[src/design/bntg_pkg.sv]
// ----------------------------------------------------------------------------
// bntg_pkg
// Shared types and constants of the buzzer note tone generator.
// ----------------------------------------------------------------------------
`default_nettype none
package bntg_pkg;

	localparam int FREQ_W   = 12;
	localparam int NUMER_W  = 18;
	localparam int LEN_W    = 16;
	localparam int CNT_W    = 5;
	localparam int CFG_IDX_W = 1;
	localparam int CFG_DATA_W = 18;

	localparam logic [LEN_W-1:0]   NOTE_LEN_RST = 16'd12500;
	localparam logic [NUMER_W-1:0] NUMER_RST    = 18'd200000;

	// input action codes
	localparam logic ACT_START = 1'b0;
	localparam logic ACT_TICK  = 1'b1;

	// configuration register indexes
	localparam logic [CFG_IDX_W-1:0] CFG_NOTE_LENGTH = 1'b0;
	localparam logic [CFG_IDX_W-1:0] CFG_NUMERATOR   = 1'b1;

	typedef struct packed {
		logic              action;
		logic [FREQ_W-1:0] frequency;
	} in_word_t;

	typedef struct packed {
		logic level;
		logic note_done;
		logic busy_res;
	} out_word_t;

	// classified item as handed from front to back
	typedef enum logic [1:0] {
		KIND_TICK,
		KIND_REST,
		KIND_TONE
	} kind_t;

	typedef struct packed {
		kind_t             kind;
		logic [FREQ_W-1:0] frequency;
	} item_t;

	typedef struct packed {
		logic  valid;
		item_t item;
	} head_t;

	typedef enum logic {
		BK_IDLE,
		BK_DIV
	} back_state_t;

endpackage
`default_nettype wire

[src/design/bntg_front.sv]
// ----------------------------------------------------------------------------
// bntg_front
// Accepts input words, classifies them and holds them in a two-entry queue.
// ----------------------------------------------------------------------------
`default_nettype none
module bntg_front (
	input  wire                 clk,
	input  wire                 arst_n,
	input  wire                 push,
	output logic                full,
	input  bntg_pkg::in_word_t  in_word,
	output bntg_pkg::head_t     head,
	input  wire                 head_pop
);
	import bntg_pkg::*;

	item_t      entry_q [2];
	logic       wr_ptr_q;
	logic       rd_ptr_q;
	logic [1:0] count_q;
	logic       do_push;
	logic       do_pop;
	item_t      cls;

	// classify the incoming word
	always_comb begin
		cls.frequency = in_word.frequency;
		if (in_word.action == ACT_TICK) begin
			cls.kind = KIND_TICK;
		end else if (in_word.frequency == '0) begin
			cls.kind = KIND_REST;
		end else begin
			cls.kind = KIND_TONE;
		end
	end

	assign full    = (count_q == 2'd2);
	assign do_push = push && !full;
	assign do_pop  = head_pop && (count_q != 2'd0);

	assign head.valid = (count_q != 2'd0);
	assign head.item  = entry_q[rd_ptr_q];

	// queue storage
	always_ff @(posedge clk) begin
		if (do_push) begin
			entry_q[wr_ptr_q] <= cls;
		end
	end

	// queue pointers and fill count
	always_ff @(posedge clk or negedge arst_n) begin
		if (!arst_n) begin
			wr_ptr_q <= 1'b0;
			rd_ptr_q <= 1'b0;
			count_q  <= 2'd0;
		end else begin
			if (do_push) begin
				wr_ptr_q <= ~wr_ptr_q;
			end
			if (do_pop) begin
				rd_ptr_q <= ~rd_ptr_q;
			end
			unique case ({do_push, do_pop})
				2'b10:   count_q <= count_q + 2'd1;
				2'b01:   count_q <= count_q - 2'd1;
				default: count_q <= count_q;
			endcase
		end
	end

endmodule
`default_nettype wire

[src/design/bntg_div.sv]
// ----------------------------------------------------------------------------
// bntg_div
// Restoring serial divider, one quotient bit per cycle.
// ----------------------------------------------------------------------------
`default_nettype none
module bntg_div (
	input  wire                                  clk,
	input  wire                                  arst_n,
	input  wire                                  start,
	input  wire  [bntg_pkg::NUMER_W-1:0]         dividend,
	input  wire  [bntg_pkg::FREQ_W-1:0]          divisor,
	output logic                                 busy,
	output logic [bntg_pkg::NUMER_W-1:0]         quotient
);
	import bntg_pkg::*;

	logic               busy_q;
	logic [CNT_W-1:0]   cnt_q;
	logic [NUMER_W-1:0] dvd_q;
	logic [FREQ_W-1:0]  rem_q;
	logic [FREQ_W-1:0]  dsr_q;
	logic [FREQ_W:0]    rem_sh;
	logic               ge;
	logic [FREQ_W:0]    rem_sub;

	// one restoring step
	always_comb begin
		rem_sh  = {rem_q, dvd_q[NUMER_W-1]};
		ge      = (rem_sh >= {1'b0, dsr_q});
		rem_sub = rem_sh - {1'b0, dsr_q};
	end

	assign busy     = busy_q;
	assign quotient = dvd_q;

	// operand and partial remainder registers
	always_ff @(posedge clk) begin
		if (start) begin
			dvd_q <= dividend;
			dsr_q <= divisor;
			rem_q <= '0;
		end else if (busy_q) begin
			dvd_q <= {dvd_q[NUMER_W-2:0], ge};
			rem_q <= ge ? rem_sub[FREQ_W-1:0] : rem_sh[FREQ_W-1:0];
		end
	end

	// step counter
	always_ff @(posedge clk or negedge arst_n) begin
		if (!arst_n) begin
			busy_q <= 1'b0;
			cnt_q  <= '0;
		end else if (start) begin
			busy_q <= 1'b1;
			cnt_q  <= CNT_W'(NUMER_W - 1);
		end else if (busy_q) begin
			if (cnt_q == '0) begin
				busy_q <= 1'b0;
			end else begin
				cnt_q <= cnt_q - CNT_W'(1);
			end
		end
	end

endmodule
`default_nettype wire

[src/design/bntg_back.sv]
// ----------------------------------------------------------------------------
// bntg_back
// Note player: executes queued items, holds the tone state and the result word.
// ----------------------------------------------------------------------------
`default_nettype none
module bntg_back (
	input  wire                            clk,
	input  wire                            arst_n,
	input  bntg_pkg::head_t                head,
	output logic                           head_pop,
	input  wire  [bntg_pkg::LEN_W-1:0]     note_length,
	input  wire  [bntg_pkg::NUMER_W-1:0]   numerator,
	output logic                           empty,
	input  wire                            pop,
	output bntg_pkg::out_word_t            out_word
);
	import bntg_pkg::*;

	back_state_t        state_q, state_d;
	logic               out_level_q, playing_q, is_rest_q;
	logic [NUMER_W-1:0] half_period_q, countdown_q;
	logic [LEN_W-1:0]   ticks_q;
	logic               res_valid_q;
	out_word_t          res_q;

	logic               out_level_d, playing_d, is_rest_d, done_d;
	logic [NUMER_W-1:0] half_period_d, countdown_d;
	logic [LEN_W-1:0]   ticks_d;

	logic               out_free;
	logic               take;
	logic               div_start;
	logic               div_busy;
	logic [NUMER_W-1:0] div_q;
	logic [NUMER_W-1:0] q_fix;
	logic               commit;
	logic               res_load;
	logic [LEN_W-1:0]   len_eff;
	logic [LEN_W:0]     tick_next;

	bntg_div u_div (
		.clk      (clk),
		.arst_n   (arst_n),
		.start    (div_start),
		.dividend (numerator),
		.divisor  (head.item.frequency),
		.busy     (div_busy),
		.quotient (div_q)
	);

	assign out_free = !res_valid_q || pop;
	assign empty    = !res_valid_q;
	assign out_word = res_q;

	// next state
	always_comb begin
		state_d = state_q;
		unique case (state_q)
			BK_IDLE: begin
				if (div_start) begin
					state_d = BK_DIV;
				end
			end
			BK_DIV: begin
				if (!div_busy && out_free) begin
					state_d = BK_IDLE;
				end
			end
			default: state_d = BK_IDLE;
		endcase
	end

	// sequencer outputs
	always_comb begin
		take      = (state_q == BK_IDLE) && head.valid && out_free;
		head_pop  = take;
		div_start = take && (head.item.kind == KIND_TONE);
		commit    = (state_q == BK_DIV) && !div_busy && out_free;
		res_load  = (take && (head.item.kind != KIND_TONE)) || commit;
	end

	// note update
	always_comb begin
		len_eff       = (note_length == '0) ? LEN_W'(1) : note_length;
		tick_next     = {1'b0, ticks_q} + (LEN_W+1)'(1);
		q_fix         = (div_q == '0) ? NUMER_W'(1) : div_q;
		out_level_d   = out_level_q;
		playing_d     = playing_q;
		is_rest_d     = is_rest_q;
		half_period_d = half_period_q;
		countdown_d   = countdown_q;
		ticks_d       = ticks_q;
		done_d        = 1'b0;
		if (commit) begin
			playing_d     = 1'b1;
			ticks_d       = '0;
			is_rest_d     = 1'b0;
			half_period_d = q_fix;
			countdown_d   = q_fix;
		end else if (take) begin
			unique case (head.item.kind)
				KIND_REST: begin
					playing_d     = 1'b1;
					ticks_d       = '0;
					is_rest_d     = 1'b1;
					half_period_d = '0;
					countdown_d   = '0;
				end
				KIND_TICK: begin
					if (playing_q) begin
						if (tick_next >= {1'b0, len_eff}) begin
							playing_d = 1'b0;
							done_d    = 1'b1;
							ticks_d   = '0;
						end else begin
							ticks_d = tick_next[LEN_W-1:0];
							if (!is_rest_q) begin
								if (countdown_q <= NUMER_W'(1)) begin
									out_level_d = ~out_level_q;
									countdown_d = half_period_q;
								end else begin
									countdown_d = countdown_q - NUMER_W'(1);
								end
							end
						end
					end
				end
				default: begin
					// tone start waits for the divider
				end
			endcase
		end
	end

	// result word
	always_ff @(posedge clk) begin
		if (res_load) begin
			res_q.level     <= out_level_d;
			res_q.note_done <= done_d;
			res_q.busy_res  <= playing_d;
		end
	end

	// player state
	always_ff @(posedge clk or negedge arst_n) begin
		if (!arst_n) begin
			state_q       <= BK_IDLE;
			out_level_q   <= 1'b1;
			playing_q     <= 1'b0;
			is_rest_q     <= 1'b0;
			half_period_q <= '0;
			countdown_q   <= '0;
			ticks_q       <= '0;
			res_valid_q   <= 1'b0;
		end else begin
			state_q       <= state_d;
			out_level_q   <= out_level_d;
			playing_q     <= playing_d;
			is_rest_q     <= is_rest_d;
			half_period_q <= half_period_d;
			countdown_q   <= countdown_d;
			ticks_q       <= ticks_d;
			if (res_load) begin
				res_valid_q <= 1'b1;
			end else if (pop) begin
				res_valid_q <= 1'b0;
			end
		end
	end

endmodule
`default_nettype wire

[src/design/buzzer_note_tone_generator.sv]
// ----------------------------------------------------------------------------
// buzzer_note_tone_generator
// Square-wave buzzer tone generator stepped by timer tick words.
// ----------------------------------------------------------------------------
// usage
//   input queue: write a word with push while full is low. action start
//   loads a note of the given frequency (0 is a rest), action tick advances
//   the note timer by one tick.
//   result queue: one result word per input word, oldest first. it is on
//   out_word while empty is low and leaves on pop.
//   configuration: cfg_index 0 is note length in ticks, 1 the half-period
//   numerator; cfg_ready is always high. write only while the block is idle.
//   a tick or rest start reaches the result register through the intake
//   queue; a tone start also waits for the 18-step serial divider.
//   throughput: one tick word per cycle while results are popped and no
//   tone start is dividing. a two-word queue sits between intake and
//   player, so ticks can be pushed while the divider runs.
//   if the receiver stalls, the result stays in the output register and the
//   player and intake queue stop once that queue fills; nothing is lost.
//   reset: level high, no note playing, both queues empty, registers at
//   note length 12500 and numerator 200000.
// ----------------------------------------------------------------------------
`default_nettype none
module buzzer_note_tone_generator (
	input  wire                                 clk,
	input  wire                                 arst_n,
	input  wire                                 push,
	output logic                                full,
	input  bntg_pkg::in_word_t                  in_word,
	output logic                                empty,
	input  wire                                 pop,
	output bntg_pkg::out_word_t                 out_word,
	input  wire                                 cfg_valid,
	output logic                                cfg_ready,
	input  wire  [bntg_pkg::CFG_IDX_W-1:0]      cfg_index,
	input  wire  [bntg_pkg::CFG_DATA_W-1:0]     cfg_data
);
	import bntg_pkg::*;

	logic [LEN_W-1:0]   note_length_q;
	logic [NUMER_W-1:0] numerator_q;
	head_t              head;
	logic               head_pop;

	assign cfg_ready = 1'b1;

	// configuration registers
	always_ff @(posedge clk or negedge arst_n) begin
		if (!arst_n) begin
			note_length_q <= NOTE_LEN_RST;
			numerator_q   <= NUMER_RST;
		end else if (cfg_valid) begin
			unique case (cfg_index)
				CFG_NOTE_LENGTH: note_length_q <= cfg_data[LEN_W-1:0];
				CFG_NUMERATOR:   numerator_q   <= cfg_data[NUMER_W-1:0];
				default:         note_length_q <= note_length_q;
			endcase
		end
	end

	bntg_front u_front (
		.clk      (clk),
		.arst_n   (arst_n),
		.push     (push),
		.full     (full),
		.in_word  (in_word),
		.head     (head),
		.head_pop (head_pop)
	);

	bntg_back u_back (
		.clk         (clk),
		.arst_n      (arst_n),
		.head        (head),
		.head_pop    (head_pop),
		.note_length (note_length_q),
		.numerator   (numerator_q),
		.empty       (empty),
		.pop         (pop),
		.out_word    (out_word)
	);

endmodule
`default_nettype wire

[config.mk]
export PLATFORM = sky130hd
export DESIGN_NAME = buzzer_note_tone_generator
export DESIGN_NICKNAME = d
export VERILOG_FILES = /design/src/design/bntg_pkg.sv /design/src/design/bntg_front.sv /design/src/design/bntg_div.sv /design/src/design/bntg_back.sv /design/src/design/buzzer_note_tone_generator.sv
export SDC_FILE = /design/constraint.sdc
export NUM_CORES = 1
export LEC_CHECK = 0
export ABC_AREA = 1
export BUFFER_PORTS_ARGS = -buffer_cell sky130_fd_sc_hd__buf_4
export CAP_MARGIN = 20
export CORE_ASPECT_RATIO = 1.75
export CORE_MARGIN = 10
export CORE_UTILIZATION = 60
export DETAILED_ROUTE_END_ITERATION = 10
export PLACE_DENSITY = 0.78
export SLEW_MARGIN = 10
export SYNTH_ARGS = -nofsm -noshare
export SYNTH_HDL_FRONTEND = slang
export SYNTH_SLANG_ARGS = --single-unit
[constraint.sdc]
create_clock -name clk -period 6.6 [get_ports clk]
set_clock_uncertainty 0.1 [all_clocks]
set_input_delay 0 -clock clk [delete_from_list [all_inputs] [get_ports clk]]
set_output_delay 0 -clock clk [all_outputs]
set_load 0.01 [all_outputs]
==> reports/metrics.yaml, run 1 <==
core_mm2: 0.0148
busiest_layer: "met2"
worst_slack_ns: 3.28
cts_resized: 0
cts_buffer_depth: 2
antenna_found_initial: 1
grt_pass1_vias: 7210
critPathMaxFanout: 50
clkTransAtPathRegs_ns: 0.07
rsz0062_at_grt: "false"
use_met2_pct: 37.1
critical_path.top_delay_family: "buffers and inverters"
path_cells: "nand2_1 > o21ai_2 > inv_1 > nor2_1 > nand2_1 > inv_2 > nor2_4 > inv_1"
syn_to_final_growth_pct: 14.7
cp_slowest_cell: "dfrtp_1"
hp-class: "in -> async"
mostFrequentLayoutCells: "nand2_1, inv_1, o21ai_0, dfrtp_1"
async_flop_share_pct: 58.0
required_ns: 6.55
root_buffer: "clkbuf_16"
layout_worst_path_cycle_share_pct: 50.3
cts_buffers: 17
place_hpwl_um: 14900
r2r_setup_slack_ns: 3.28
synth_top_flop_cell: "dfrtp_1"
io_buffers: 41
grt_pass1_wl_um: 34200
r2r_cells: 8
path_class: "reg -> reg"
use_met1_pct: 21.7
gr-usage-all-layers_pct: 20.4
relSlewSlack_pct: 34.1
crit_buf_inv: 3
finalWirelength_um: 20700
cts_tree: "yes"
die_x_um: 112
synth-seq-cells: 174
dieArea_mm2: 0.0204
yosys_warnings: 0
cts.sinks: 174
hold_viol: 0
drive_gt1_share_pct: 11.8
use_met3_pct: 3.80
nNetsFinal: 1154
tightestPinTransition_ns: 0.986
syn_inst: 1014
r2r-end: "u_back.u_div.quotient[7]$_DFFE_PP_"
initial_core_util_pct: 60.8
syn_avg_cell_area_um2: 8.85
drv_cap: 0
dpl_worst_slack_ns: 3.28
ios: 43
slowest_delay_ns: 0.83
vias: 7123
ys_seq_area_share_pct: 51.4
first_pass_iters: 5
drtIter0Drc: 359
p_leak_nw: 4.90
synth_area_mm2: 0.00898
synth_cell_types: 51
period_minus_slack_ns: 3.32
drc_errors: 0
h-tree-depth: 4
rows: 59
power.total_w: 0.00492
p_per_area_mw_per_mm2: 477
grt_max_degree: 60
die_h_um: 182
syn_nets: 1086
ir_worst_vdd_uv: 401
ant_nets: 0
end_kind: "flip-flop"
wire_per_inst_um: 16.2
maxSlewViolCount: 0
final_common_cell: "nand2_1"
crit_arrival_ns: 3.28
rr_startpoint: "u_front.rd_ptr_q$_DFFE_PN0P_"
synth_edf_count: 61
status: "completed"
tns_ns: 0
setup_violations: 0
viasPerCell: 5.57
crit_path_start_kind: "flip-flop"
overflow: 0
gp_congestion: 0.877
max_clock_freq_ghz: 0.301
worstSkewPairLatency_ns: 0.43
[per-stage QoR]
step | util, % | instances | instance area (um^2) | hold WS, ns
after CTS | 69.6 | 1276 | 10300 | 0.0297
after floorplan | - | 1014 | 8980 | -0.396
after detailed placement | 63.4 | 1210 | 9370 | -0.0668
after global routing | 69.8 | 1279 | 10300 | 0.0552
after global placement | 63.4 | 1210 | 9370 | -0.0625
final | 69.8 | 1279 | 10300 | 0.0179
[final cells by class]
| type | instances | area [um^2] |
|---|---|---|
| sequential | 174 | 4620 |
| multi-input combinational | 677 | 3700 |
| clock inverter | 15 | 148 |
| clock buffer | 17 | 425 |
| antenna | 1 | 2.50 |
| tap | 183 | 229 |
| fill | 1144 | 4470 |
| inverter | 134 | 504 |
| timing repair buffer | 78 | 671 |
[cells in the mapped netlist, types with 2 or more instances]
cell type  instances  share of area (%)
edfxtp_1          61                 20
mux2_2            14                1.8
o21ai_0          108                6.0
dfrtp_1           88                 25
inv_1            128                5.4
o22ai_1           14               0.98
buf_2              7               0.39
nand3b_1           2               0.17
buf_1              2              0.084
a21oi_1           20                1.1
xnor2_1           10               0.98
dfstp_2           13                3.8
xor2_1            24                2.3
nor4_1             9               0.63
nand2_1          257                 11
nand3_1           53                3.0
a21o_1             3               0.25
a31oi_1            2               0.14
or2_2              3               0.21
inv_2              5               0.21
buf_4              6               0.50
ha_1              34                4.7
nor3_1             8               0.45
nand3_2            2               0.22
nor2_4             3               0.38
nand4_1           12               0.84
dfxtp_1           12                2.7
buf_6              2               0.25
o211ai_1          12                1.0
nand2_4            2               0.25
o21ai_1            6               0.33
nor2_1            61                2.6
o21ai_4            2               0.36
clkbuf_1          12               0.50
[sequential cells by signal, summed over array words and instances (netlist names), 2 cells and up]
name / cells
u_front.entry_q: 28
numerator_q: 18
u_back.countdown_q: 18
u_back.half_period_q: 18
u_back.u_div.quotient: 18
note_length_q: 16
u_back.ticks_q: 16
u_back.u_div.dsr_q: 12
u_back.u_div.rem_q: 12
u_back.u_div.cnt_q: 5
u_back.out_word: 3
u_front.count_q: 2
[report_power, final]
part           switching [W]  internal (W)
Sequential          0.000228       0.00153
Combinational        0.00143      0.000752
Clock               0.000451      0.000532
[per-layer routing]
metal,routed length [um],part of all wire [%]
met5,0,0
met3,843,4.1
met1,7790,38
met4,802,3.9
met2,11300,54
[worst max path at each step]
stage	from	to	slack (ns)	depth (start not counted)
after CTS	u_front.rd_ptr_q$_DFFE_PN0P_	u_back.u_div.quotient[7]$_DFFE_PP_	3.27	8
after detailed placement	u_front.rd_ptr_q$_DFFE_PN0P_	u_back.u_div.quotient[7]$_DFFE_PP_	3.28	8
after floorplan	u_back.ticks_q[0]$_DFFE_PN0P_	u_back.countdown_q[10]$_DFFE_PN0P_	3.76	19
after global routing	u_front.rd_ptr_q$_DFFE_PN0P_	u_back.u_div.quotient[7]$_DFFE_PP_	3.01	8
after global placement	u_front.rd_ptr_q$_DFFE_PN0P_	u_back.u_div.quotient[8]$_DFFE_PP_	3.39	8
final	u_front.rd_ptr_q$_DFFE_PN0P_	u_back.u_div.quotient[7]$_DFFE_PP_	3.28	8
[cells by family after synthesis]
group	share of synthesized area (%)
muxes	1.76
xor gates and xnor gates	3.32
AOI/OAI and AO/OA	10.7
DFF	51.4
adders and majority gates	4.96
buffers and inverters	7.34
other	0.0418
and+or+nand+nor	20.5
[what timing repair did]
| item | CTS | global route |
|---|---|---|
| hold buffers | 34 | 0 |
| endpoints found under the hold margin | 107 | 0 |
| setup buffers | 0 | 0 |
Note: power is estimated with default switching activity, not from simulation.
==> inputs of run 2 (changes only) <==
ABC_AREA = 0   (was 1)
CORE_UTILIZATION = 56   (was 60)
PLACE_DENSITY = 0.77   (was 0.78)
clock period = 2.72 ns   (was 6.6 ns; I/O delays follow)
==> run 2 against run 1 <==
Against the previous run:
- the flow now finishes with violations (negative setup slack)
- core utilization up 2.8 points
- critical endpoint is now u_back.countdown_q[13]$_DFFE_PN0P_
- register-to-register slack worse by 4.0 ns
- via count grew 1.9%
- maximum frequency down 2.6%
- first-iteration DRC count is 28% higher
- largest cell class unchanged
- design area is 9.0% higher
- critical path type unchanged
- wire length is 19% higher
==> reports/metrics.yaml, run 2 <==
finalNonFillerCells: 1196
synth-seq-cells: 174
ys_seq_area_share_pct: 52.2
fillers: 1043
r2r-end: "u_back.countdown_q[13]$_DFFE_PN0P_"
fin_hold_ws_ns: 0.00198
required_ns: 2.93
wire_per_inst_um: 20.7
cts_buffer_depth: 2
tightestPinTransition_ns: 1.02
rows: 60
grt_pass1_wl_um: 38600
critPathMaxFanout: 17
h-tree-depth: 4
die_x_um: 115
p_leak_nw: 5.04
cts_tree: "yes"
path_class: "reg -> reg"
drive_gt1_share_pct: 27.5
p_per_area_mw_per_mm2: 1090
dp.cells: 1093
syn_inst: 833
r2r_setup_slack_ns: -0.69
io_buffers: 41
synth_most_common_cell: "nand2_1"
synth_area_mm2: 0.00884
yosysTopAreaCell: "dfrtp_1"
vias: 7261
antenna_found_initial: 0
drc_errors: 0
r2r_cells: 14
ios: 43
mostFrequentLayoutCells: "nand2_1, buf_4, dfrtp_1, o21ai_0, edfxtp_1"
hold_viol: 0
ir_worst_vdd_uv: 726
status: "complete, but fails checks"
rr_startpoint: "u_back.ticks_q[2]$_DFFE_PN0P_"
grt_pass1_vias: 7612
finalWirelength_um: 24700
async_flop_share_pct: 58.0
place_hpwl_um: 15900
gr-usage-all-layers_pct: 22.9
largest-register: "u_front.entry_q"
viasPerCell: 6.07
syn_nets: 905
synth_area_leaders: "dfrtp_1, edfxtp_1, nand2_1"
nNetsFinal: 1069
hp-class: "in -> async"
root_buffer: "clkbuf_16"
place_area_mm2: 0.00977
relSlewSlack_pct: 31.8
worstSkewPairLatency_ns: 0.44
drv_cap: 0
cts_buffers: 17
syn_avg_cell_area_um2: 10.6
maxSlewViolCount: 0
initial_core_util_pct: 57.2
synthTopCellsByCount: "nand2_1, dfrtp_1, o21ai_0"
rsz0062_at_grt: "true"
power.total_w: 0.0122
stdcell_area_mm2: 0.0112
crit_arrival_ns: 3.62
drtIter0Drc: 460
setup_violations: 39
die_h_um: 186
grt_max_degree: 43
final_common_cell: "nand2_1"
synth_top_area_share_pct: 24.9
syn_to_final_growth_pct: 26.9
crit_path_start_kind: "flip-flop"
clkTransAtPathRegs_ns: 0.07
layout_worst_path_cycle_share_pct: 125
cts.sinks: 174
overflow: 0
synth_top_flop_cell: "dfrtp_1"
max_clock_freq_ghz: 0.293
first_pass_iters: 5
utilization_pct: 72.6
insertedDiodeCount: 0
yosys_warnings: 0
violations: "negative setup slack"
core_mm2: 0.0155
gp_congestion: 0.954
largest_reg_flops: 28
end_kind: "flip-flop"
worst_slack_ns: -0.691
synth_edf_count: 61
period_minus_slack_ns: 3.41
dieArea_mm2: 0.0214
synth_cell_types: 71
ant_nets: 0
==> run 2: final cells by class <==
class                           instances  area (um^2)  area share (%)
Clock buffer                           17          425            3.79
Clock inverter                         15          165            1.47
Inverter                               49          184            1.64
Multi-Input combinational cell        581         4150            37.0
Sequential cell                       174         4620            41.1
Tap cell                              186          233            2.07
Timing Repair Buffer                  174         1450            12.9
==> run 2: kinds of logic after synthesis <==
group / count (synthesis) / synth area share (%)
compound gates: 159 / 11.3
xor+xnor: 44 / 4.36
fa+ha+maj: 35 / 5.04
buf+inv: 78 / 3.81
flops: 174 / 52.2
mux: 58 / 7.68
other cells: 1 / 0.0424
simple gates: 284 / 15.6
==> run 2: timing repair <==
item | in CTS | in global routing
cloned | 3 | 0
endpoints found under the hold margin | 160 | 0
hold buffers | 43 | 0
endpoints found under the setup margin | 39 | 49
buffers inserted | 24 | 3
pin swaps | 20 | 9
gates resized for setup | 36 | 13
==> run 2: worst max path at each step <==
| stage | start | endpoint | slack, ns | cells past startpoint |
|---|---|---|---|---|
| after floorplan | u_back.ticks_q[0]$_DFFE_PN0P_ | u_back.countdown_q[10]$_DFFE_PN0P_ | -0.57 | 15 |
| after global routing | u_back.ticks_q[0]$_DFFE_PN0P_ | u_back.countdown_q[16]$_DFFE_PN0P_ | -0.87 | 14 |
| final | u_back.ticks_q[2]$_DFFE_PN0P_ | u_back.countdown_q[13]$_DFFE_PN0P_ | -0.69 | 14 |
| after global placement | u_back.ticks_q[3]$_DFFE_PN0P_ | u_back.countdown_q[8]$_DFFE_PN0P_ | -0.47 | 13 |
| after detailed placement | u_back.ticks_q[3]$_DFFE_PN0P_ | u_back.ticks_q[7]$_DFFE_PN0P_ | -0.60 | 14 |
| after CTS | u_back.ticks_q[0]$_DFFE_PN0P_ | u_back.countdown_q[2]$_DFFE_PN0P_ | -0.52 | 15 |
==> run 2: stage by stage <==
stage / setup slack (ns) / TNS, ns
floorplan: -0.568 / -12.30
global placement: -0.470 / -15.73
detailed placement: -0.602 / -20.17
CTS: -0.518 / -15.76
global route: -0.872 / -29.53
finish: -0.691 / -22.93
==> run 2: worst max-delay path, cell delays in order (launching register included) <==
cell and delay, ns:
dfrtp_1 0.36, and2_4 0.15, nand4_1 0.23, nor2_2 0.23
nand4_1 0.15, xnor2_2 0.24, ha_1 0.31, nand2_2 0.10
nor2_2 0.06, and4_4 0.19, nor4_4 0.26, a31oi_2 0.15
or2_1 0.28, buf_12 0.17, mux2_4 0.30
==> run 2: report_power, final <==
| part | leakage, nW | total [W] | internal [W] | switching, W |
|---|---|---|---|---|
| clock | 0.292 | 0.00247 | 0.00131 | 0.00116 |
| combinational | 2.81 | 0.00533 | 0.00239 | 0.00294 |
| sequential | 1.95 | 0.00444 | 0.00371 | 0.000733 |
| total | 5.04 | 0.0122 | 0.00741 | 0.00483 |
==> run 2: layer usage <==
metal	global-route usage [%]	share of wire [%]	vias up
met5	0	0	-
met4	13.1	6.4	0
met3	4.20	5.1	116
met2	42.6	55	304
met1	23.0	34	3573
li1	-	-	3268
==> inputs of run 3 (changes only) <==
BUFFER_PORTS_ARGS = -buffer_cell sky130_fd_sc_hd__buf_2   (was -buffer_cell sky130_fd_sc_hd__buf_4)
==> run 3 against run 2 <==
Against the previous run:
- non-clock buffer count is 23 lower
- global-route usage is 1.4 points lower
- sequential cell count stayed put
- critical endpoint is now u_back.countdown_q[11]$_DFFE_PN0P_
- critical path depth is 1 lower
- register-to-register slack better by 0.04 ns
- design area is 2.6% lower
- maximum frequency is 1.3% higher
- the run still ends with negative setup slack left
- via count is 2.0% lower
- clock-buffer cell count is 1 higher
- combinational power is 2% lower
==> reports/metrics.yaml, run 3 (same netlist as run 2, synthesis figures left out) <==
status: "complete, but fails checks"
violations: "negative setup slack"
hold_viol: 0
dpl_worst_slack_ns: -0.622
critPathMaxFanout: 17
overflow: 0
clkTransAtPathRegs_ns: 0.07
multiInputGateArea_mm2: 0.00413
cts_buffer_depth: 2
path_class: "reg -> reg"
wl_met2_um: 12600
drv_cap: 0
grt_max_degree: 58
utilization_pct: 70.7
nNetsFinal: 1047
layout_worst_path_cycle_share_pct: 124
relSlewSlack_pct: 30.7
rows: 60
end_kind: "flip-flop"
stdcell_area_mm2: 0.0109
insertedDiodeCount: 0
cts_buffers: 17
power.total_w: 0.0120
drive_gt1_share_pct: 26.5
crit_path_start_kind: "flip-flop"
max_clock_freq_ghz: 0.297
tightestPinTransition_ns: 1.04
grt_pass1_wl_um: 36700
regArea_mm2: 0.00462
initial_core_util_pct: 57.2
io_buffers: 41
p_per_area_mw_per_mm2: 1100
ios: 43
die_x_um: 115
slowest_delay_ns: 0.41
period_minus_slack_ns: 3.37
ir_worst_vdd_uv: 803
final_common_cell: "nand2_1"
antenna_found_initial: 0
required_ns: 2.93
gp_congestion: 0.933
cts_tree: "yes"
hp-class: "in -> reg"
syn_to_final_growth_pct: 23.6
drc_errors: 0
setup_violations: 39
fin_hold_ws_ns: 0.0262
gr-usage-all-layers_pct: 21.5
drt-met1-wl_um: 8220
crit_arrival_ns: 3.57
place_hpwl_um: 15300
h-tree-depth: 4
first_pass_iters: 5
core_mm2: 0.0155
fillers: 1036
grt_pass1_vias: 7406
cp_slowest_cell: "dfrtp_1"
dieArea_mm2: 0.0214
drtIter0Drc: 521
die_h_um: 186
largest-register: "u_front.entry_q"
highest_layer: "met4"
worstSkewPairLatency_ns: 0.44
vias: 7114
maxSlewViolCount: 0
ant_nets: 0
rsz0062_at_grt: "true"
p_leak_nw: 4.88
dr_wl_met3_um: 1170
worst_slack_ns: -0.648
place_area_mm2: 0.00965
cts.sinks: 174
mostFrequentLayoutCells: "nand2_1, dfrtp_1, buf_4, o21ai_0, edfxtp_1"
viasPerCell: 6.06
path_cells: "ha_2 > buf_4 > nor2b_1 > or2_2 > ha_1 > nand4_1 > nor2_1 > and4_4 > nor4_2 > a31oi_1 > or2_1 > buf_12 > mux2_4"
finalWirelength_um: 23200
largest_reg_flops: 28
root_buffer: "clkbuf_16"
wire_per_inst_um: 19.8
-- run 3: cell count changes in the layout (fill, tap and decap cells not counted), moves of 2 or more --
cell,delta
a31oi_1,+2
buf_2,+40
buf_4,-58
buf_6,-3
clkinv_4,+2
dlygate4sd3_1,-5
inv_6,-3
nor2_1,-2
nor2_2,+3
o21ai_1,-2
o21ai_2,+3
xnor2_1,+2
-- run 3: area by class of cell --
cell class	instances	share of cell area, %
sequential	174	42.2
multi-input combinational	582	37.8
timing repair buffer	151	10.9
clock buffer	18	3.93
tap	186	2.13
inverter	49	1.68
clock inverter	14	1.34
-- run 3: worst max-delay path: cells and delay by family, from the launching register on --
kind	cells	cell delay (ns)
compound gates	1	0.15
fa+ha+maj	2	0.53
buf+inv	2	0.32
flops	1	0.41
mux	1	0.30
simple gates	7	1.44
-- run 3: through the flow --
stage,cells,setup TNS [ns]
after global routing,1174,-26.41
after detailed placement,1089,-20.42
after floorplan,833,-12.30
after global placement,1089,-18.28
after CTS,1168,-16.69
final,1174,-22.02
-- run 3: power by group --
part / switching [W] / leakage, nW / internal (W)
clock: 0.00115 / 0.279 / 0.00122
combinational: 0.00290 / 2.65 / 0.00232
sequential: 0.000701 / 1.95 / 0.00371
-- run 3: final timing paths --
kind / from / endpoint / slack, ns / depth (start not counted)
setup / recovery: u_back.ticks_q[1]$_DFFE_PN0P_ / u_back.countdown_q[11]$_DFFE_PN0P_ / -0.65 / 13
hold / removal: cfg_index / note_length_q[1]$_DFFE_PN0P_ / 0.03 / 4
setup reg to reg: u_back.ticks_q[1]$_DFFE_PN0P_ / u_back.countdown_q[11]$_DFFE_PN0P_ / -0.65 / 13
hold reg to reg: u_back.half_period_q[2]$_DFFE_PN0P_ / u_back.half_period_q[2]$_DFFE_PN0P_ / 0.38 / 2
max in group asynchronous: arst_n / numerator_q[10]$_DFFE_PN1P_ / 1.66 / 3
min in group asynchronous: arst_n / u_back.countdown_q[16]$_DFFE_PN0P_ / 0.07 / 2
-- run 3: routing by layer --
metal / track usage (%) / vias up
met5: 0 / -
met4: 12.4 / 0
met3: 4.23 / 96
met2: 39.4 / 298
met1: 22.0 / 3476
li1: - / 3244
-- run 3: repair_timing --
item,in CTS,in global routing
pin swaps,8,17
endpoints found under the hold margin,121,0
setup buffers,7,6
gates resized for setup,26,23
hold buffers,38,0
gates cloned,2,2
endpoints found under the setup margin,40,41
